## src/psrl_pkg.sv

```systemverilog
package psrl_pkg;

	localparam int TABLE_ENTRIES_DEF = 64;

	localparam int ADDR_W   = 32;
	localparam int TIME_W   = 32;
	localparam int COUNT_W  = 8;
	localparam int WINDOW_W = 16;
	localparam int LIMIT_W  = 8;
	localparam int CFG_IDX_W  = 1;
	localparam int CFG_DATA_W = 16;

	localparam logic [WINDOW_W-1:0] WINDOW_RESET = 16'd1000;
	localparam logic [LIMIT_W-1:0]  BURST_RESET  = 8'd5;
	localparam logic [COUNT_W-1:0]  COUNT_MAX    = 8'hFF;
	localparam logic [COUNT_W-1:0]  COUNT_ONE    = 8'd1;

	localparam logic [CFG_IDX_W-1:0] CFG_WINDOW_MS   = 1'b0;
	localparam logic [CFG_IDX_W-1:0] CFG_BURST_LIMIT = 1'b1;

	typedef logic [ADDR_W-1:0]   addr_t;
	typedef logic [TIME_W-1:0]   time_t;
	typedef logic [COUNT_W-1:0]  count_t;
	typedef logic [WINDOW_W-1:0] window_t;
	typedef logic [LIMIT_W-1:0]  limit_t;

	// Running summary handed from one slot cell to the next.
	typedef struct packed {
		logic   hit;
		logic   free;
		logic   deny;
		count_t count;
	} chain_t;

endpackage

```

## src/psrl_cell.sv

```systemverilog
module psrl_cell (
	input  logic             clk,
	input  logic             arst_n,
	input  logic             load,
	input  logic             commit,
	input  psrl_pkg::addr_t  src_ip,
	input  psrl_pkg::time_t  now_ms,
	input  psrl_pkg::addr_t  ip_s1,
	input  psrl_pkg::time_t  now_s1,
	input  psrl_pkg::window_t window_ms,
	input  psrl_pkg::limit_t burst_limit,
	input  logic             any_hit,
	input  psrl_pkg::chain_t chain_in,
	output psrl_pkg::chain_t chain_out
);
	import psrl_pkg::*;

	logic   valid_q;
	addr_t  addr_q;
	count_t count_q;
	time_t  start_q;

	logic   hit_s1;
	logic   free_s1;
	logic   deny_s1;
	logic   restart_s1;
	count_t next_count_s1;

	time_t  elapsed;
	logic   in_window;
	logic   take_hit;
	logic   take_free;

	assign elapsed   = now_ms - start_q;
	assign in_window = elapsed < {{(TIME_W-WINDOW_W){1'b0}}, window_ms};

	always_ff @(posedge clk) begin
		if (load) begin
			hit_s1        <= valid_q && (addr_q == src_ip);
			free_s1       <= !valid_q;
			deny_s1       <= in_window && (count_q > burst_limit);
			restart_s1    <= !in_window || (count_q > burst_limit);
			next_count_s1 <= !in_window ? COUNT_ONE :
			                 (count_q == COUNT_MAX) ? COUNT_MAX : count_q + COUNT_ONE;
		end
	end

	assign take_hit  = hit_s1 && !chain_in.hit;
	assign take_free = free_s1 && !chain_in.free && !any_hit;

	always_comb begin
		chain_out.hit   = chain_in.hit || hit_s1;
		chain_out.free  = chain_in.free || free_s1;
		chain_out.deny  = chain_in.deny || (take_hit && deny_s1);
		chain_out.count = chain_in.count | (take_hit ? next_count_s1 : '0);
	end

	always_ff @(posedge clk or negedge arst_n) begin
		if (!arst_n) begin
			valid_q <= 1'b0;
		end else if (commit && take_free) begin
			valid_q <= 1'b1;
		end
	end

	always_ff @(posedge clk) begin
		if (commit && take_hit) begin
			count_q <= next_count_s1;
			if (restart_s1) begin
				start_q <= now_s1;
			end
		end else if (commit && take_free) begin
			addr_q  <= ip_s1;
			count_q <= COUNT_ONE;
			start_q <= now_s1;
		end
	end

endmodule

```

## config.mk

```make
export PLATFORM = sky130hd
export DESIGN_NAME = psrl_cell
export DESIGN_NICKNAME = d
export VERILOG_FILES = /design/src/psrl_pkg.sv /design/src/psrl_cell.sv
export SDC_FILE = /design/constraint.sdc
export NUM_CORES = 1
export LEC_CHECK = 0
export ABC_CLOCK_PERIOD_IN_PS = 6000
export BUFFER_PORTS_ARGS = -buffer_cell sky130_fd_sc_hd__buf_2
export CORE_MARGIN = 2
export CORE_UTILIZATION = 40
export CTS_BUF_LIST = sky130_fd_sc_hd__clkbuf_4 sky130_fd_sc_hd__clkbuf_8
export DETAILED_ROUTE_END_ITERATION = 8
export GPL_ROUTABILITY_DRIVEN = 0
export MAX_ROUTING_LAYER = met4
export PLACE_DENSITY = 0.61
export REMOVE_ABC_BUFFERS = 1
export SLEW_MARGIN = 20
export SYNTH_ARGS = -nofsm -noshare
export SYNTH_HDL_FRONTEND = slang
export SYNTH_SLANG_ARGS = --single-unit
```

## constraint.sdc

```tcl
create_clock -name clk -period 6 [get_ports clk]
set_clock_uncertainty 0.1 [all_clocks]
set_input_delay 1.2 -clock clk [delete_from_list [all_inputs] [get_ports clk]]
set_output_delay 1.2 -clock clk [all_outputs]
set_load 0.02 [all_outputs]
```

==> run_results.csv <==
group,metric,value,unit
yosys,synth-xor-area-share,9.190,%
yosys,yosysSeqAreaShare,43.72,%
yosys,synth_compound_area_share,15.35,%
cts,clockBufferDepth,2,
setup_path,end_kind,"flip-flop",
cts,cts.sinks,85,
yosys,synth_area_leaders,"edfxtp_1 43%, ha_1 12%, xnor2_1 6.5%, inv_1 4.3%, a21o_1 3.3%",
die,die_x,124.7,um
cts,path_clk_slew,0.09,ns
cts,insertion_delay,0.37,ns
yosys,ys_warn_count,0,
yosys,yosysTopAreaCell,"edfxtp_1",
drt,drt_pass1_iterations,5,
sta,max_freq,181.0,MHz
yosys,async_flop_share,1.176,%
die,initial_core_util,40.55,%
drt,via_per_inst,5.216,
drt,wirelength,14480,um
cts,numCtsBuffers,9,
drt,vias,4856,
yosys,synth_flop_cell,"edfxtp_1",
die,io_pins,179,
yosys,synthTopCellsByCount,"84 x edfxtp_1, 67 x inv_1, 55 x ha_1",
sta,slew-limit-headroom,40.35,%
setup_path,cp.depth,17,
yosys,syn_inst,565,
sta,hold_violations,0,
sta,post-route-period-util,92.07,%
global_routing,grt_usage,19.38,%
global_routing,grt_start_max_net_pins,34,
setup_path,crit_buf_inv,1,
yosys,synth_seq_cells,85,
setup_path,path_class,"in2reg",
power,cellLeakagePower,3.217,nW
setup_path,crit_required,6.08,ns
setup_path,max_stage_delay,0.42,ns
cts,cts_tree,"yes",
yosys,synth_cell_types,61,
drt,ant_nets,0,
yosys,synth_adder_area_share,12.15,%
die,dieArea,15550,um2
yosys,muxShareOfSynthArea,0.8804,%
layout,finish.utilization,49.35,%
setup_path,path_cells,"buf_2 > ha_1 > a211o_2 > a221oi_1 > o21ai_1 > nor2_2 > xnor2_1 > ha_1 > a21o_1 > a21o_1 > a2111oi_0 > o21ai_0 > nor4_1 > o211ai_1 > nor4_2 > o2111ai_2 > nor4_1",
setup_path,critPathMaxFanout,8,
yosys,synth_top_family_by_area,"compound AO/OA/AOI/OAI gates",
yosys,yosys.area.top_type_share,43.29,%
job,maxCapViolations,0,
worst_hold_path,holdPathStages,2,
power,vdd_drop_max,0.1459,mV
die,fp.dieH,124.7,um
layout,drive_above_1_share,28.90,%
drt,wl_per_cell,15.55,um
yosys,yosys.area_share.simple,13.23,%
sta,tns,0,ns
global_routing,grt-ovfl-total,0,
setup_path,cp_top_family,"compound AO/OA/AOI/OAI gates",
setup_path,start_kind,"input port",
global_routing,grt_first_pass_wirelength,23430,um
layout,fillerInstances,1382,
sta,setup_viol,0,
cts,cts_setup_buffers,0,
global_routing,antenna_found_initial,3,
sta,holdWs,0.3910,ns
sta,rsz0062_at_grt,"no",
yosys,avgSynthCellArea,10.31,um2
sta,tightest_slew,0.8947,ns
yosys,synth.most_common_cell,"edfxtp_1",
place,dp_hpwl,11630,um
drt,drc,0,
global_routing,grt_pass1_vias,4934,
setup_path,r2r_cells,17,
yosys,synth_edf_count,84,
setup_path,cp_slowest_cell,"a2111oi_0",
worst_hold_path,hold_class,"reg2reg",
place,numPortBuffers,178,
cts,htreeDepth,3,
die,rows,44,
sta,drv_slew,0,
power,powerDensity,193.3,nW/um2
layout,nets,963,
outcome,outcome,"complete, no violations",
yosys,synth_area,5827,um2
sta,min_period,5.524,ns
drt,drt_iter0_markers,213,
setup_path,arrival,5.61,ns
layout,syn_to_final_growth,21.69,%
die,core_area,14370,um2
cts,ctsRootBufferMaster,"clkbuf_8",
path summary, 6_finish.rpt:
kind                            startpoint               end  slack [ns]
worst max-delay path             now_ms[8]  next_count_s1[5]        0.48
worst min-delay path               valid_q           valid_q        0.39
worst max register to register  start_q[8]  next_count_s1[5]        1.03
worst min register to register     valid_q           valid_q        0.39
max in group asynchronous           arst_n           valid_q        5.23
min in group asynchronous           arst_n           valid_q        0.48
timing repair:
item                       4_1_cts  5_1_grt
gates resized for setup          0        2
hold buffers                     0        0
hold endpoints to repair         0        0
setup endpoints to repair        0        8
power breakdown:
group | internal (mW) | total [mW] | switching (mW)
combinational | 0.141 | 0.308 | 0.166
sequential | 0.663 | 0.668 | 0.00505
clock | 0.160 | 0.394 | 0.235
logic make-up (layout without fill, tap and decap cells):
kind of cell	after synthesis	after routing
AND/OR/NAND/NOR	143	143
multiplexers	5	5
adder cells (fa/ha/maj)	56	56
buffers and inverters	83	262
AO/OA/AOI/OAI	134	134
XOR/XNOR	59	59
other	0	3
flip-flops	85	85
worst reg2reg max path, stage by stage, from the launching register on:
cell	delay, ns
edfxtp_1	0.34
inv_1	0.04
ha_1	0.36
a211o_2	0.38
a221oi_1	0.27
o21ai_1	0.14
nor2_2	0.21
xnor2_1	0.19
ha_1	0.29
a21o_1	0.18
a21o_1	0.17
a2111oi_0	0.42
o21ai_0	0.15
nor4_1	0.31
o211ai_1	0.15
nor4_2	0.40
o2111ai_2	0.30
nor4_1	0.36
routing by layer:
metal / track usage [%] / part of all wire [%]
met1: 24.84 / 46
met2: 30.34 / 46
met3: 4.253 / 6.0
met4: 6.940 / 1.8
met5: - / 0
layout make-up:
cell class                 count  area [um2]  area share (%)
timing repair buffer         179       898.4           12.67
tap                          184       230.2           3.247
clock buffer                  10       131.4           1.853
clock inverter                 6       46.29          0.6529
antenna                        3       7.507          0.1059
inverter                      67       251.5           3.547
sequential                    85        2547           35.93
multi-input combinational    397        2978           42.00
metrics by stage:
stage | total power [mW] | setup slack [ns] | std cells | cell area [um2]
CTS | 1.387 | 0.3835 | 928 | 7068
floorplan | 0.8714 | 0.7806 | 549 | 5759
global placement | 0.9756 | 0.1676 | 912 | 6890
finish | 1.371 | 0.4760 | 931 | 7091
global route | 1.449 | 0.008025 | 931 | 7091
detailed placement | 0.9858 | -0.02688 | 912 | 6890
state kept, by name, summed over array words and instances (netlist names):
signal / count
next_count_s1: 8
free_s1: 1
addr_q: 32
count_q: 8
deny_s1: 1
valid_q: 1
hit_s1: 1
start_q: 32
restart_s1: 1
cells in the final DEF (no fill, tap or decap), drive strengths merged, types with 4 or more instances in the layout:
master | synthesis | final
o211ai | 6 | 6
nand4 | 21 | 21
nand3 | 13 | 13
mux2i | 4 | 4
nor2 | 25 | 25
inv | 67 | 70
xor2 | 16 | 16
xnor2 | 43 | 43
and3 | 9 | 9
o21a | 6 | 6
o21ai | 25 | 25
nand2b | 5 | 5
nor3 | 4 | 4
nor2b | 4 | 4
a211o | 4 | 4
buf | 2 | 179
o21bai | 4 | 4
a21o | 26 | 26
a21oi | 39 | 39
nand2 | 30 | 30
edfxtp | 84 | 84
nor4 | 13 | 13
clkbuf | 14 | 10
or2 | 4 | 4
ha | 55 | 55
Note: power is estimated with default switching activity, not from simulation.
